`src/hdl/wrp_pkg.sv`:
```
// ----------------------------------------------------------------------------
// wrp_pkg
// Shared types and constants for the RIFF/WAVE PCM stream parser.
// ----------------------------------------------------------------------------
package wrp_pkg;

    localparam logic [31:0] ID_FMT       = 32'h2074_6D66;
    localparam logic [31:0] ID_DATA      = 32'h6174_6164;
    localparam logic [31:0] ID_RIFF      = 32'h4646_4952;
    localparam logic [31:0] DEFAULT_RATE = 32'd44100;
    localparam logic [15:0] DEFAULT_CH   = 16'd2;
    localparam logic [4:0]  DEPTH_16     = 5'd16;
    localparam logic [4:0]  DEPTH_24     = 5'd24;
    localparam logic [15:0] FMT_PCM      = 16'd1;

    localparam int QDEPTH = 2;

    typedef enum logic [1:0] {
        EV_SAMPLE = 2'd0,
        EV_FORMAT = 2'd1,
        EV_ERROR  = 2'd2
    } event_t;

    typedef enum logic {
        ERR_FORMAT = 1'b0,
        ERR_DEPTH  = 1'b1
    } err_t;

    typedef enum logic [2:0] {
        PH_HEADER = 3'd0,
        PH_FMT    = 3'd1,
        PH_DATA   = 3'd2,
        PH_SKIP   = 3'd3,
        PH_FORM   = 3'd4,
        PH_ERROR  = 3'd5
    } phase_t;

    typedef struct packed {
        logic       kind;
        logic [7:0] data_byte;
    } item_t;

    typedef struct packed {
        logic  valid;
        item_t item;
    } q_head_t;

endpackage

```
`src/hdl/wav_riff_pcm_parser.sv`:
```
// ----------------------------------------------------------------------------
// wav_riff_pcm_parser
// RIFF/WAVE byte stream parser producing signed 16-bit PCM samples.
// ----------------------------------------------------------------------------
// Usage:
//   s_ channel: one item per byte; s_kind = 1 restarts the parser for a new
//   stream, s_kind = 0 carries s_data_byte. Items enter a two-entry queue.
//   m_ channel: at most one result per byte: a sample, a format event at each
//   data chunk header, or a single sticky error; format fields ride along on
//   every result.
//   Throughput is one byte per cycle while no result waits on a low m_ready;
//   the parser consumes the queue head and writes the result register in
//   the same cycle; a byte passes the queue register, then the result register.
//   When m_ready is low and a result waits, the parser holds; the queue
//   still takes up to two more bytes before s_ready drops.
//   Reset (aresetn low, synchronous) empties the queue and restores the
//   default format of 44100 Hz, 2 channels, 16 bits.
// ----------------------------------------------------------------------------
module wav_riff_pcm_parser (
    input  logic               aclk,
    input  logic               aresetn,
    input  logic               s_valid,
    output logic               s_ready,
    input  logic               s_kind,
    input  logic [7:0]         s_data_byte,
    output logic               m_valid,
    input  logic               m_ready,
    output logic [1:0]         m_event_res,
    output logic signed [15:0] m_sample,
    output logic [15:0]        m_channel_index,
    output logic               m_frame_end,
    output logic [31:0]        m_sample_rate,
    output logic [15:0]        m_channel_count,
    output logic [4:0]         m_bit_depth,
    output logic [31:0]        m_data_length,
    output logic               m_error_code
);
    import wrp_pkg::*;

    item_t      in_item;
    q_head_t    head;
    logic       full;
    logic       pop;
    logic [1:0] q_count;

    assign in_item.kind      = s_kind;
    assign in_item.data_byte = s_data_byte;
    assign s_ready           = !full;

    wrp_queue u_queue (
        .aclk      (aclk),
        .aresetn   (aresetn),
        .push      (s_valid && !full),
        .push_item (in_item),
        .full      (full),
        .pop       (pop),
        .head      (head),
        .count     (q_count)
    );

    wrp_parser u_parser (
        .aclk            (aclk),
        .aresetn         (aresetn),
        .head            (head),
        .pop             (pop),
        .m_valid         (m_valid),
        .m_ready         (m_ready),
        .m_event_res     (m_event_res),
        .m_sample        (m_sample),
        .m_channel_index (m_channel_index),
        .m_frame_end     (m_frame_end),
        .m_sample_rate   (m_sample_rate),
        .m_channel_count (m_channel_count),
        .m_bit_depth     (m_bit_depth),
        .m_data_length   (m_data_length),
        .m_error_code    (m_error_code)
    );

    a_qcount: assert property (@(posedge aclk) disable iff (!aresetn)
        q_count <= 2'(QDEPTH))
        else $error("queue count overflow");

    a_pop_valid: assert property (@(posedge aclk) disable iff (!aresetn)
        pop |-> head.valid)
        else $error("pop from empty queue");

    a_event_fields: assert property (@(posedge aclk) disable iff (!aresetn)
        (m_valid && m_event_res != EV_SAMPLE) |->
        (m_sample == 16'sd0 && m_channel_index == 16'd0 && !m_frame_end))
        else $error("event result carries sample fields");

    a_event_code: assert property (@(posedge aclk) disable iff (!aresetn)
        m_valid |-> (m_event_res != 2'd3))
        else $error("bad event code");

endmodule

```
`src/hdl/wrp_queue.sv`:
```
// ----------------------------------------------------------------------------
// wrp_queue
// Front end: accepts items into a two-entry queue ahead of the parser.
// ----------------------------------------------------------------------------
module wrp_queue (
    input  logic            aclk,
    input  logic            aresetn,
    input  logic            push,
    input  wrp_pkg::item_t  push_item,
    output logic            full,
    input  logic            pop,
    output wrp_pkg::q_head_t head,
    output logic [1:0]      count
);
    import wrp_pkg::*;

    item_t      mem_reg [QDEPTH];
    logic       wptr_reg, wptr_next;
    logic       rptr_reg, rptr_next;
    logic [1:0] count_reg, count_next;

    assign full       = (count_reg == 2'(QDEPTH));
    assign count      = count_reg;
    assign head.valid = (count_reg != 2'd0);
    assign head.item  = mem_reg[rptr_reg];

    always_comb begin
        wptr_next  = wptr_reg;
        rptr_next  = rptr_reg;
        count_next = count_reg;
        if (push) begin
            wptr_next = ~wptr_reg;
        end
        if (pop) begin
            rptr_next = ~rptr_reg;
        end
        if (push && !pop) begin
            count_next = count_reg + 2'd1;
        end else if (pop && !push) begin
            count_next = count_reg - 2'd1;
        end
    end

    always_ff @(posedge aclk) begin
        if (!aresetn) begin
            wptr_reg  <= 1'b0;
            rptr_reg  <= 1'b0;
            count_reg <= 2'd0;
        end else begin
            wptr_reg  <= wptr_next;
            rptr_reg  <= rptr_next;
            count_reg <= count_next;
        end
    end

    always_ff @(posedge aclk) begin
        if (push) begin
            mem_reg[wptr_reg] <= push_item;
        end
    end

endmodule

```
`src/hdl/wrp_parser.sv`:
```
// ----------------------------------------------------------------------------
// wrp_parser
// Back end: walks chunk headers, captures fmt, slices data into samples,
// and holds each result in an output register.
// ----------------------------------------------------------------------------
module wrp_parser (
    input  logic             aclk,
    input  logic             aresetn,
    input  wrp_pkg::q_head_t head,
    output logic             pop,
    output logic             m_valid,
    input  logic             m_ready,
    output logic [1:0]       m_event_res,
    output logic signed [15:0] m_sample,
    output logic [15:0]      m_channel_index,
    output logic             m_frame_end,
    output logic [31:0]      m_sample_rate,
    output logic [15:0]      m_channel_count,
    output logic [4:0]       m_bit_depth,
    output logic [31:0]      m_data_length,
    output logic             m_error_code
);
    import wrp_pkg::*;

    phase_t      phase_reg, phase_next;
    logic [3:0]  bcnt_reg, bcnt_next;
    logic [63:0] hs_reg, hs_next;
    logic [31:0] rem_reg, rem_next;
    logic        havefmt_reg, havefmt_next;
    logic [31:0] rate_reg, rate_next;
    logic [15:0] chans_reg, chans_next;
    logic [4:0]  depth_reg, depth_next;
    logic [15:0] afmt_reg, afmt_next;
    logic [15:0] sbytes_reg, sbytes_next;
    logic [1:0]  sidx_reg, sidx_next;
    logic [15:0] chcnt_reg, chcnt_next;
    logic [31:0] total_reg, total_next;

    logic        mvalid_reg;
    logic [1:0]  ev_reg, ev_next;
    logic [15:0] smp_reg, smp_next;
    logic [15:0] chi_reg, chi_next;
    logic        fend_reg, fend_next;
    logic        err_reg, err_next;
    logic        emit;

    logic [63:0] hs_in;
    logic [31:0] id, len;
    logic [15:0] bits;
    logic [1:0]  bps;
    logic [17:0] frame_size;
    logic [16:0] ch_inc;
    logic        fend;
    logic        take;
    logic [7:0]  b;

    // advance when a result slot is free or being drained
    assign take = head.valid && (!mvalid_reg || m_ready);
    assign pop  = take;
    assign b    = head.item.data_byte;

    always_comb begin
        hs_in       = hs_reg | (64'(b) << {bcnt_reg[2:0], 3'b000});
        id          = hs_in[31:0];
        len         = hs_in[63:32];
        bits        = {b, sbytes_reg[7:0]};
        bps         = (depth_reg == DEPTH_24) ? 2'd3 : 2'd2;
        frame_size  = (bps == 2'd3) ? (18'(chans_reg) + {1'b0, chans_reg, 1'b0})
                                    : {1'b0, chans_reg, 1'b0};
        ch_inc      = 17'(chcnt_reg) + 17'd1;
        fend        = (ch_inc >= 17'(chans_reg));
    end

    always_comb begin
        phase_next   = phase_reg;
        bcnt_next    = bcnt_reg;
        hs_next      = hs_reg;
        rem_next     = rem_reg;
        havefmt_next = havefmt_reg;
        rate_next    = rate_reg;
        chans_next   = chans_reg;
        depth_next   = depth_reg;
        afmt_next    = afmt_reg;
        sbytes_next  = sbytes_reg;
        sidx_next    = sidx_reg;
        chcnt_next   = chcnt_reg;
        total_next   = total_reg;
        emit         = 1'b0;
        ev_next      = EV_SAMPLE;
        smp_next     = 16'd0;
        chi_next     = 16'd0;
        fend_next    = 1'b0;
        err_next     = ERR_FORMAT;

        if (take && head.item.kind) begin
            phase_next   = PH_HEADER;
            bcnt_next    = 4'd0;
            hs_next      = 64'd0;
            rem_next     = 32'd0;
            havefmt_next = 1'b0;
            rate_next    = DEFAULT_RATE;
            chans_next   = DEFAULT_CH;
            depth_next   = DEPTH_16;
            afmt_next    = 16'd0;
            sbytes_next  = 16'd0;
            sidx_next    = 2'd0;
            chcnt_next   = 16'd0;
            total_next   = 32'd0;
        end else if (take) begin
            unique case (phase_reg)
                PH_HEADER: begin
                    if (bcnt_reg[2:0] != 3'd7) begin
                        hs_next   = hs_in;
                        bcnt_next = bcnt_reg + 4'd1;
                    end else begin
                        bcnt_next = 4'd0;
                        hs_next   = 64'd0;
                        if (id == ID_RIFF) begin
                            phase_next = PH_FORM;
                        end else begin
                            rem_next = len;
                            if (id == ID_FMT) begin
                                havefmt_next = 1'b0;
                                phase_next   = PH_FMT;
                            end else if (id == ID_DATA) begin
                                total_next = len;
                                if (!havefmt_reg) begin
                                    rate_next  = DEFAULT_RATE;
                                    chans_next = DEFAULT_CH;
                                    depth_next = DEPTH_16;
                                end
                                sbytes_next = 16'd0;
                                sidx_next   = 2'd0;
                                chcnt_next  = 16'd0;
                                phase_next  = (len == 32'd0) ? PH_HEADER : PH_DATA;
                                emit        = 1'b1;
                                ev_next     = EV_FORMAT;
                            end else begin
                                phase_next = (len == 32'd0) ? PH_HEADER : PH_SKIP;
                            end
                        end
                    end
                end
                PH_FORM: begin
                    if (bcnt_reg >= 4'd3) begin
                        bcnt_next  = 4'd0;
                        phase_next = PH_HEADER;
                    end else begin
                        bcnt_next = bcnt_reg + 4'd1;
                    end
                end
                PH_FMT: begin
                    if (bcnt_reg < 4'd8) begin
                        hs_next = hs_in;
                    end else if (bcnt_reg == 4'd14) begin
                        sbytes_next = 16'(b);
                    end
                    if (bcnt_reg != 4'd15) begin
                        bcnt_next = bcnt_reg + 4'd1;
                    end else begin
                        bcnt_next   = 4'd0;
                        hs_next     = 64'd0;
                        sbytes_next = 16'd0;
                        afmt_next   = hs_reg[15:0];
                        if (hs_reg[15:0] != FMT_PCM) begin
                            phase_next = PH_ERROR;
                            emit       = 1'b1;
                            ev_next    = EV_ERROR;
                            err_next   = ERR_FORMAT;
                        end else if (bits != 16'(DEPTH_16) && bits != 16'(DEPTH_24)) begin
                            phase_next = PH_ERROR;
                            emit       = 1'b1;
                            ev_next    = EV_ERROR;
                            err_next   = ERR_DEPTH;
                        end else begin
                            rate_next    = hs_reg[63:32];
                            chans_next   = (hs_reg[31:16] != 16'd0) ? hs_reg[31:16]
                                                                    : DEFAULT_CH;
                            depth_next   = bits[4:0];
                            havefmt_next = 1'b1;
                            rem_next     = (rem_reg > 32'd16) ? rem_reg - 32'd16 : 32'd0;
                            phase_next   = (rem_next == 32'd0) ? PH_HEADER : PH_SKIP;
                        end
                    end
                end
                PH_DATA: begin
                    rem_next = rem_reg - 32'd1;
                    if (sidx_reg == 2'd0 && chcnt_reg == 16'd0 &&
                        rem_reg < 32'(frame_size)) begin
                        // drop a trailing partial frame
                        phase_next = (rem_next == 32'd0) ? PH_HEADER : PH_SKIP;
                    end else begin
                        sbytes_next = {b, sbytes_reg[15:8]};
                        sidx_next   = sidx_reg + 2'd1;
                        if (sidx_next >= bps) begin
                            emit       = 1'b1;
                            ev_next    = EV_SAMPLE;
                            smp_next   = sbytes_next;
                            chi_next   = chcnt_reg;
                            fend_next  = fend;
                            sidx_next  = 2'd0;
                            chcnt_next = fend ? 16'd0 : ch_inc[15:0];
                        end
                        if (rem_next == 32'd0) begin
                            phase_next = PH_HEADER;
                        end
                    end
                end
                PH_SKIP: begin
                    if (rem_reg != 32'd0) begin
                        rem_next = rem_reg - 32'd1;
                    end
                    if (rem_next == 32'd0) begin
                        phase_next = PH_HEADER;
                    end
                end
                PH_ERROR: begin
                end
                default: begin
                end
            endcase
        end
    end

    always_ff @(posedge aclk) begin
        if (!aresetn) begin
            phase_reg   <= PH_HEADER;
            bcnt_reg    <= 4'd0;
            hs_reg      <= 64'd0;
            rem_reg     <= 32'd0;
            havefmt_reg <= 1'b0;
            rate_reg    <= DEFAULT_RATE;
            chans_reg   <= DEFAULT_CH;
            depth_reg   <= DEPTH_16;
            afmt_reg    <= 16'd0;
            sbytes_reg  <= 16'd0;
            sidx_reg    <= 2'd0;
            chcnt_reg   <= 16'd0;
            total_reg   <= 32'd0;
            mvalid_reg  <= 1'b0;
        end else begin
            phase_reg   <= phase_next;
            bcnt_reg    <= bcnt_next;
            hs_reg      <= hs_next;
            rem_reg     <= rem_next;
            havefmt_reg <= havefmt_next;
            rate_reg    <= rate_next;
            chans_reg   <= chans_next;
            depth_reg   <= depth_next;
            afmt_reg    <= afmt_next;
            sbytes_reg  <= sbytes_next;
            sidx_reg    <= sidx_next;
            chcnt_reg   <= chcnt_next;
            total_reg   <= total_next;
            if (take) begin
                mvalid_reg <= emit;
            end else if (m_ready) begin
                mvalid_reg <= 1'b0;
            end
        end
    end

    logic [31:0] orate_reg, ototal_reg;
    logic [15:0] ochans_reg;
    logic [4:0]  odepth_reg;

    always_ff @(posedge aclk) begin
        if (take && emit) begin
            ev_reg     <= ev_next;
            smp_reg    <= smp_next;
            chi_reg    <= chi_next;
            fend_reg   <= fend_next;
            err_reg    <= err_next;
            orate_reg  <= rate_next;
            ochans_reg <= chans_next;
            odepth_reg <= depth_next;
            ototal_reg <= total_next;
        end
    end

    assign m_valid         = mvalid_reg;
    assign m_event_res     = ev_reg;
    assign m_sample        = smp_reg;
    assign m_channel_index = chi_reg;
    assign m_frame_end     = fend_reg;
    assign m_sample_rate   = orate_reg;
    assign m_channel_count = ochans_reg;
    assign m_bit_depth     = odepth_reg;
    assign m_data_length   = ototal_reg;
    assign m_error_code    = err_reg;

endmodule

```
`config.mk`:
```
export PLATFORM = sky130hd
export DESIGN_NAME = wav_riff_pcm_parser
export DESIGN_NICKNAME = d
export VERILOG_FILES = /design/src/hdl/wrp_pkg.sv /design/src/hdl/wav_riff_pcm_parser.sv /design/src/hdl/wrp_queue.sv /design/src/hdl/wrp_parser.sv
export SDC_FILE = /design/constraint.sdc
export NUM_CORES = 1
export LEC_CHECK = 0
export ABC_AREA = 1
export BUFFER_PORTS_ARGS = -buffer_cell sky130_fd_sc_hd__buf_2
export CORE_UTILIZATION = 25
export DETAILED_ROUTE_END_ITERATION = 10
export SYNTH_ARGS = -nofsm -noshare
export SYNTH_HDL_FRONTEND = slang
export SYNTH_SLANG_ARGS = --single-unit
```
`constraint.sdc`:
```
create_clock -name aclk -period 7.7 [get_ports aclk]
set_input_delay 0 -clock aclk [delete_from_list [all_inputs] [get_ports aclk]]
set_output_delay 0 -clock aclk [all_outputs]
set_load 0.05 [all_outputs]
```
# --- Word-level counts from Yosys, hierarchy flattened ---
# Memory sizes are Yosys's and may differ from the RTL's. A register that Yosys moved wholly into a read port is not among the register bits.
# Cells that the tools add are included.
op_classes:
  n_shift: 1
  order_cmp: 6
  n_div: 0
  bitwise_logic: 8
  eq_ne: 32
  mul: 0
  addsub: 8
  n_reduce_logical: 44
  mux: 133
ops:
  columns: ["op", "count"]
  rows:
  - ["two-way mux 32 bit", 27]
  - ["two-way mux 16 bit", 22]
  - ["two-way mux 64 bit", 3]
  - ["zero test 32 bit", 4]
  - ["one-hot mux 32 bit (4 select lines)", 1]
  - ["one-hot mux 64 bit (2 select lines)", 1]
  - ["== test 32 x 31 -> 1 bit, second input constant", 2]
  - ["bitwise OR 64 bit", 1]
  - ["one-hot mux 16 bit (2 select lines)", 2]
  - ["one-hot mux 32 bit (2 select lines)", 1]
  - ["<< shifter 8 x 6 -> 64 bit", 1]
  - ["two-way mux 5 bit", 10]
  - ["one-hot mux 16 bit (3 select lines)", 1]
  - ["two-way mux 2 bit", 18]
  - ["two-way mux 3 bit", 11]
  - ["== test 32 x 30 -> 1 bit, second input constant", 1]
  - ["> comparator 32 x 5 -> 1 bit, second input constant", 1]
  - ["< comparator 32 x 18 -> 1 bit", 1]
  - ["inequality test 16 x 5 -> 1 bit, second input constant", 2]
  - ["nonzero test 32 bit", 1]
  - ["subtractor 32 x 1 -> 32 bit, second input constant", 1]
  - ["subtractor 32 x 5 -> 32 bit, second input constant", 1]
  - ["two-way mux 1 bit", 25]
  - ["AND reduction 7 bit", 3]
  - ["other kinds (48)", 91]
totals:
  latch_bits: 0
  regBits: 349
  romBits: 0
  mem_bits_rw: 18
  mem_count: 1
  in_bits: 13
  word_cells: 258
  output_inout_bits: 123
memory_table:
  columns: ["memory", "depth", "width", "read_ports", "rd_clocked_by_memory_dff", "write_ports", "line_no", "rtl"]
  rows:
  - ["u_queue.mem_reg", 2, 9, 1, 1, 1, "wrp_queue.sv:17", "item_t mem_reg [QDEPTH];"]

# --- Longest topological paths before layout ---
# Gate-level depths: netlist (run 1).
depth:
  depth_word: 11
  ltp_mapped: 31
  mapped_depth_nobuf: 30

# --- By module ---
# From an unflattened synthesis (run 1), not the netlist that was laid out.
unflattened:
  cells_unflattened: 2887
  area_unflattened_um2: 21394.3
by_module_without_submodules:
  columns: ["mod", "area_each_um2", "seq_area_each_um2", "cells_per_inst", "instances"]
  rows:
  - ["wrp_parser", 20463.4, 8117.8, 2821, 1]
  - ["wrp_queue", 917.1, 640.6, 63, 1]
  - ["wav_riff_pcm_parser", 13.8, 0.0, 3, 1]

# --- Least setup slack after synthesis (run 1) ---
# OpenSTA, ideal clock, no wires.
synth_path:
  kind: "reg-to-reg"
  from: "reg u_parser.chans_reg[1]"
  to: "reg u_parser.odepth_reg[0] (netlist: u_parser.m_bit_depth[0]), enable pin"
  setup_ps: 474
  path_buffers: 0
  path_stages_with_launch: 22
  arrival_ps: 5389
  path_slack_ps: 1836
  required_ps: 7226
  synth_period_minus_slack_ps: 5864
  cell_sequence: "dfxtp_1 ha_1 inv_1 fa_1 nand3b_1 nand2_1 nand2_1 nand2_1 a21oi_1 nand3b_1 nand2_1 a21oi_1 or2_2 ha_1 nand2_1 nor4_1 nand2_1 nand2_1 nand3_1 nand3_1 nand2_1 inv_1"
synth_between:
  elab_chain_len: 9
synth_rtl:
  columns: ["element", "line_no", "rtl"]
  rows:
  - ["start: declaration", "wrp_parser.sv:31", "logic [15:0] chans_reg, chans_next;"]
  - ["start signal: assignment", "wrp_parser.sv:248", "chans_reg <= chans_next;"]
  - ["adder 16 x 17 -> 18 bit", "wrp_parser.sv:68", "frame_size = (bps == 2'd3) ? (18'(chans_reg) + {1'b0, chans_reg, 1'b0})"]
  - ["two-way mux 18 bit *", "wrp_parser.sv:68", null]
  - ["< comparator 32 x 18 -> 1 bit *", "wrp_parser.sv:189", "rem_reg < 32'(frame_size)) begin"]
  - ["logical AND 1 bit *", "wrp_parser.sv:188", "if (sidx_reg == 2'd0 && chcnt_reg == 16'd0 &&"]
  - ["two-way mux 1 bit *", "wrp_parser.sv:188", null]
  - ["one-hot mux 1 bit (3 select lines) *", "wrp_parser.sv:110", "unique case (phase_reg)"]
  - ["two-way mux 1 bit *", "wrp_parser.sv:109", "end else if (take) begin"]
  - ["two-way mux 1 bit *", "wrp_parser.sv:95", "if (take && head.item.kind) begin"]
  - ["logical AND 1 bit *", "wrp_parser.sv:268", "if (take && emit) begin"]
  - ["end signal: assignment", "wrp_parser.sv:276", "odepth_reg <= depth_next;"]
  - ["end: declaration", "wrp_parser.sv:265", "logic [4:0] odepth_reg;"]
# Mark *: on every way between the ends. The rest lies on a longest branch, timed or not.
# A chain may end at the register's enable or synchronous reset.

# --- Final worst setup path (run 1) ---
layout_path:
  from: "reg u_parser.chans_reg[3]"
  to: "reg u_parser.ototal_reg[17] (netlist: u_parser.m_data_length[17]), enable pin"
layout_between:
  elab_chain_len: 9
layout_rtl:
  columns: ["element", "line_no", "rtl"]
  rows:
  - ["adder 16 x 17 -> 18 bit", "wrp_parser.sv:68", null]
  - ["two-way mux 18 bit *", "wrp_parser.sv:68", null]
  - ["< comparator 32 x 18 -> 1 bit *", "wrp_parser.sv:189", null]
  - ["logical AND 1 bit *", "wrp_parser.sv:188", null]
  - ["two-way mux 1 bit *", "wrp_parser.sv:188", null]
  - ["one-hot mux 1 bit (3 select lines) *", "wrp_parser.sv:110", null]
  - ["two-way mux 1 bit *", "wrp_parser.sv:109", null]
  - ["two-way mux 1 bit *", "wrp_parser.sv:95", null]
  - ["logical AND 1 bit *", "wrp_parser.sv:268", null]
  - ["end signal: assignment", "wrp_parser.sv:277", "ototal_reg <= total_next;"]
  - ["end: declaration", "wrp_parser.sv:263", "logic [31:0] orate_reg, ototal_reg;"]
# Marked as above.

==> results of run 1 <==
where the power goes:
part	internal (mW)	leakage (nW)	total (mW)	switching (mW)
Combinational	0.735	6.73	3.10	2.37
Sequential	2.07	3.07	2.14	0.0650
Clock	1.24	0.677	2.10	0.859
cells by family (layout without fill, tap and decap cells):
family	Yosys count	after routing	synth area share
DFF	368	368	0.4008
xor gates and xnor gates	41	41	0.01643
AOI/OAI and AO/OA	449	449	0.1274
adders and majority gates	65	65	0.03756
other	0	1	0
buffers and inverters	561	658	0.1056
and+or+nand+nor	1542	1542	0.3122
what timing repair did:
| action | in CTS | in global routing |
|---|---|---|
| endpoints found under the setup margin | 0 | 0 |
| endpoints found under the hold margin | 31 | 0 |
| hold buffers | 11 | 0 |
metal layers:
layer | part of all wire | vias to the layer above | GRT usage | wire length, um
li1 | - | 10094 | - | -
met1 | 0.43 | 9645 | 0.2152 | 32190
met2 | 0.46 | 758 | 0.2719 | 34860
met3 | 0.070 | 130 | 0.02698 | 5275
met4 | 0.037 | 2 | 0.06406 | 2754
met5 | 0.00017 | - | 0 | 13
worst max path at each step:
| stage | endpoint | depth (start not counted) | slack, ns | startpoint |
|---|---|---|---|---|
| after floorplan | u_parser.m_bit_depth[0] | 21 | 1.84 | u_parser.chans_reg[1] |
| after global placement | u_parser.m_data_length[18] | 28 | 2.90 | u_parser.chans_reg[3] |
| after detailed placement | u_parser.m_data_length[17] | 29 | 2.84 | u_parser.chans_reg[3] |
| after CTS | u_parser.m_data_length[17] | 28 | 2.82 | u_parser.chans_reg[3] |
| after global routing | u_parser.m_data_length[17] | 29 | 2.27 | u_parser.chans_reg[3] |
| final | u_parser.m_data_length[17] | 29 | 2.84 | u_parser.chans_reg[3] |
cell type report:
type	instances	area share
Timing Repair Buffer	167	0.03825
Clock buffer	47	0.04281
Inverter	418	0.06339
Clock inverter	26	0.01382
Tap cell	1155	0.05783
Antenna cell	1	0.0001001
Multi-Input combinational cell	2097	0.4333
Sequential cell	368	0.3505
cell usage in the layout (no fill, tap or decap), types with 10 or more instances in the layout:
cell / synthesis / routed
o22ai_1: 16 / 16
inv_1: 393 / 390
nor3_1: 59 / 59
xor2_1: 38 / 38
buf_2: 19 / 135
dfxtp_1: 229 / 229
ha_1: 64 / 64
o21ai_0: 128 / 128
nand2_2: 29 / 29
inv_2: 14 / 17
nand3_2: 10 / 10
nor2_1: 347 / 345
edfxtp_1: 139 / 139
a211oi_1: 66 / 66
nor4_1: 14 / 14
a31oi_1: 10 / 10
nand2_1: 706 / 706
o21bai_1: 11 / 10
clkinv_1: 8 / 13
nor2_2: 36 / 35
nand4_1: 67 / 67
nand3_1: 240 / 240
a21oi_1: 110 / 110
o21ai_1: 18 / 17
clkbuf_16: 0 / 42
dlygate4sd3_1: 0 / 11
o2111ai_1: 19 / 19
o21a_1: 31 / 31
buf_4: 6 / 20
worst max-delay path: cells and delay by family (launching register included):
| kind | cells | cell delay [ns] |
|---|---|---|
| AO/OA/AOI/OAI | 4 | 0.68 |
| adder cells (fa/ha/maj) | 2 | 0.61 |
| buffers and inverters | 3 | 0.95 |
| flip-flops | 1 | 0.43 |
| AND/OR/NAND/NOR | 20 | 1.68 |
metrics by stage:
| stage | worst slack, ns | utilization | total power [mW] | area [um^2] | std cells |
|---|---|---|---|---|---|
| global placement | 2.900 | 0.2709 | 5.185 | 23460 | 4194 |
| CTS | 2.824 | 0.2885 | 7.293 | 24990 | 4278 |
| finish | 2.845 | 0.2885 | 7.341 | 24990 | 4279 |
| floorplan | 1.836 | - | 4.271 | 21850 | 3026 |
| detailed placement | 2.843 | 0.2709 | 5.176 | 23460 | 4194 |
| global route | 2.270 | 0.2885 | 7.684 | 24990 | 4278 |
==> impl_metrics.tcl, run 1 <==
set metrics [dict create \
    crit_required_ns 7.92 \
    hold_viol 0 \
    chipHeight_um 297.7 \
    num_vias 20629 \
    synthTopCellsByCount "706 x nand2_1, 393 x inv_1, 347 x nor2_1, 240 x nand3_1, 229 x dfxtp_1" \
    rr_endpoint "u_parser.m_data_length[17]" \
    yosysSeqAreaShare 0.4008 \
    num_rows 108 \
    die-area_um2 88600 \
    antenna_found_initial 1 \
    netlist_area_um2 21850 \
    status "completed" \
    syn_area_per_cell_um2 7.221 \
    nets 3171 \
    max_freq_ghz 0.2060 \
    largest_reg_flops 64 \
    min-delay-start "m_ready" \
    max_cap_violations 0 \
    routed_wl_um 75090 \
    syn_to_final_growth_pct 14.35 \
    peakVddDrop_mv 0.1892 \
    synth_area_leaders "dfxtp_1 21%, edfxtp_1 19%, nand2_1 12%" \
    syn-instance-count 3026 \
    grt_overflow 0 \
    power_per_cell_area_nw_per_um2 293.8 \
    holdWs_ns 0.07140 \
    path_max_fanout 74 \
    arrival_ns 5.08 \
    io_buffers 135 \
    synth_top_area_frac 0.2098 \
    post-cts-setup-buffers 0 \
    synth_most_common_cell "nand2_1" \
    drv_slew 0 \
    drtAntennaViolNets 0 \
    die_w_um 297.7 \
    rsz0062_at_grt "false" \
    final.fill_count 9376 \
    synthDistinctLibCells 63 \
    cts_tree "yes" \
    ys.flop_type "dfxtp_1" \
    period_share 0.6306 \
    clock_tree.root_cell "clkbuf_16" \
    synth_nets 3104 \
    ioPinCount 136 \
    hold_class "in -> reg" \
    grt_start_max_net_pins 93 \
    rrSetupSlack_ns 2.84 \
    yosys_warnings 0 \
    hold_path_end "u_parser.m_valid" \
    finalCriticalPeriod_ns 4.855 \
    cts.path.max_buffers 3 \
    maxSlewHeadroom 0.1996 \
    synth_edf_count 139 \
    clk_pin_slew_ns 0.06 \
    cpMostUsedCell "nand2_1" \
    clock_skew_ns 0.02642 \
    cts_sinks 368 \
    grt_usage 0.1652 \
    core_area_um2 86620 \
    drt_iter0_markers 1866 \
    r2r-start "u_parser.chans_reg[3]" \
    vias_per_cell 4.821 \
    clk_latency_ns 0.58 \
    initial_utilization 0.2523 \
    cp-start-kind "flop" \
    seq_area_um2 8758 \
    post-dp-hpwl_um 54370 \
    synth_top_area_cell "dfxtp_1" \
    drt_first_pass_iters 6 \
    hold_depth 4 \
    drc 0 \
    ys_ff_latch 368 \
    cts_buffers 41 \
    grt_pass1_wl_um 115200 \
    avgRoutedWirePerCell_um 17.55 \
    cpMaxStageDelayCell "inv_4" \
    end_kind "flop" \
    worstRegToRegCells 29 \
    crit_path_max_incr_delay_ns 0.48 \
    drive_gt1_frac 0.1127 \
    setup_viol 0 \
    grt_pass1_vias 19470 \
    tightest_slew_ns 1.201 \
    multi_input_area_um2 10830 \
    place.gp.congestion 0.9738 \
    async_flop_share 0 \
    tns_ns 0 \
    cts_resized 0 \
    cts_max_level 2 \
    critPathKind "reg -> reg" \
    cellLeakagePower_nw 10.48 \
]
Note: power is estimated with default switching activity, not from simulation.
==> run 2, diff against run 1 <==
==> constraint.sdc (replaced) <==
create_clock -name aclk -period 4.5 [get_ports aclk]
set_input_delay 0 -clock aclk [delete_from_list [all_inputs] [get_ports aclk]]
set_output_delay 0 -clock aclk [all_outputs]
set_load 0.05 [all_outputs]
==> run 2 against run 1 <==
  * Flip-flop and latch count unchanged
  * Global-route usage fell by 0.29 points
  * Cell area is 1.0% higher
  * Worst setup slack lost 2.5 ns
  * Count of clock-buffer cells in the layout rose by 2
  * Utilization up 0.29 points
  * Critical endpoint is now u_parser.m_data_length[24]
==> impl_metrics.tcl, run 2 (synthesized netlist as in run 1, its figures left out) <==
set metrics [dict create \
    status "completed" \
    core_area_um2 86620 \
    io_buffers 135 \
    drv_slew 0 \
    clk_latency_ns 0.58 \
    drc 0 \
    end_kind "flop" \
    power_per_cell_area_nw_per_um2 487.4 \
    clk_pin_slew_ns 0.06 \
    final.fill_count 9366 \
    cts_sinks 368 \
    grt_util_met3 0.02472 \
    holdWs_ns 0.1599 \
    arrival_ns 4.39 \
    finalCriticalPeriod_ns 4.124 \
    cp-start-kind "flop" \
    crit_path_max_incr_delay_ns 0.39 \
    vias_per_cell 4.797 \
    most-common-layout-cells "703 x nand2_1, 389 x inv_1, 345 x nor2_1, 240 x nand3_1, 225 x dfxtp_1" \
    largest_reg_flops 64 \
    num_vias 20650 \
    tns_ns 0 \
    cts_max_level 2 \
    place.gp.congestion 0.9625 \
    syn_to_final_growth_pct 15.51 \
    maxSlewHeadroom 0.3513 \
    max_cap_violations 0 \
    crit_required_ns 4.77 \
    period_share 0.9165 \
    tightest_slew_ns 0.9641 \
    hold_class "in -> reg" \
    drt_first_pass_iters 6 \
    nets 3198 \
    initial_utilization 0.2523 \
    hold_viol 0 \
    grt_pass1_vias 19287 \
    grt_use_met1 0.2098 \
    max_freq_ghz 0.2425 \
    ioPinCount 136 \
    diodes 0 \
    cts_tree "yes" \
    grt_start_max_net_pins 79 \
    cpMostUsedCell "nand2_1" \
    final_core_util 0.2914 \
    chipHeight_um 297.7 \
    avgRoutedWirePerCell_um 17.27 \
    critPathKind "reg -> reg" \
    setup_viol 0 \
    die_w_um 297.7 \
    grt_usage 0.1623 \
    post-dp-hpwl_um 54700 \
    clock_tree.root_cell "clkbuf_16" \
    cpMaxStageDelayCell "dfxtp_2" \
    use_met2 0.2726 \
    cts.path.max_buffers 3 \
    die-area_um2 88600 \
    clock_skew_ns 0.02495 \
    num_rows 108 \
    cts_buffers 39 \
    peakVddDrop_mv 0.2739 \
    routed_wl_um 74330 \
    path_max_fanout 19 \
    drive_gt1_frac 0.1248 \
    drtAntennaViolNets 0 \
    antenna_found_initial 0 \
    grt_pass1_wl_um 113800 \
    drt_iter0_markers 1871 \
    layout_commonest_cell "nand2_1" \
    grt_overflow 0 \
    busiest_layer "met2" \
    cellLeakagePower_nw 10.61 \
    dp_cells 4214 \
    final_cell_count_no_fill 4305 \
]
run 2: changes by cell type in the layout (fill, tap and decap cells not counted), sizes merged:
cell	delta
dlygate4sd3	+1
diode	-1
buf	+26
clkbuf	+4
bufinv	-3
inv	+2
clkinvlp	-3
run 2: what timing repair did:
item	4_1_cts	5_1_grt
setup buffers	0	5
resized for setup	0	3
hold buffers	12	0
endpoints found under the hold margin	32	0
setup endpoints to repair	0	100
run 2: stage by stage:
stage          worst slack (ns)  power [mW]  instance area [um^2]
6_report                 0.3758       12.30                 25240
2_1_floorplan           -0.4686       7.309                 21920
3_3_place_gp             0.3164       8.850                 23700
3_5_place_dp             0.2445       8.857                 23700
5_1_grt               -0.003717       12.90                 25240
4_1_cts                  0.2035       12.27                 25130
run 2: final timing paths:
check	slack, ns	startpoint	to	cells past startpoint
worst max-delay path	0.38	u_parser.chans_reg[2]	u_parser.m_data_length[24]	30
worst min register to register	0.46	u_queue.rptr_reg	u_queue.rptr_reg	1
worst max register to register	0.38	u_parser.chans_reg[2]	u_parser.m_data_length[24]	30
worst min-delay path	0.16	s_data_byte[1]	u_queue.mem_reg[1][1]	2
run 2: layout make-up:
cell class	count	area [um^2]	area share
multi-input combinational	2097	10890	0.4314
clock inverter	22	237.7	0.009418
tap	1155	1445	0.05725
sequential	368	8768	0.3474
timing repair buffer	196	1247	0.04942
clock buffer	49	1067	0.04228
inverter	418	1585	0.06280
run 2: metal layers:
metal  share of wire  up-vias
met3           0.068      143
met4           0.037        0
met2            0.47      758
met1            0.42     9620
met5               0        -
li1                -    10129
run 2: report_power, final:
part           switching [mW]  leakage, nW  internal [mW]
logic                    3.97         6.89           1.29
registers               0.106         3.07           3.54
clock network            1.46        0.644           1.93
total                    5.54         10.6           6.77
run 2: critical path: cells and delay by family, from the launching register on:
family	cells	cell delay, ns
flops	1	0.39
compound gates	4	0.54
buf+inv	4	0.58
simple gates	20	1.74
fa+ha+maj	2	0.53
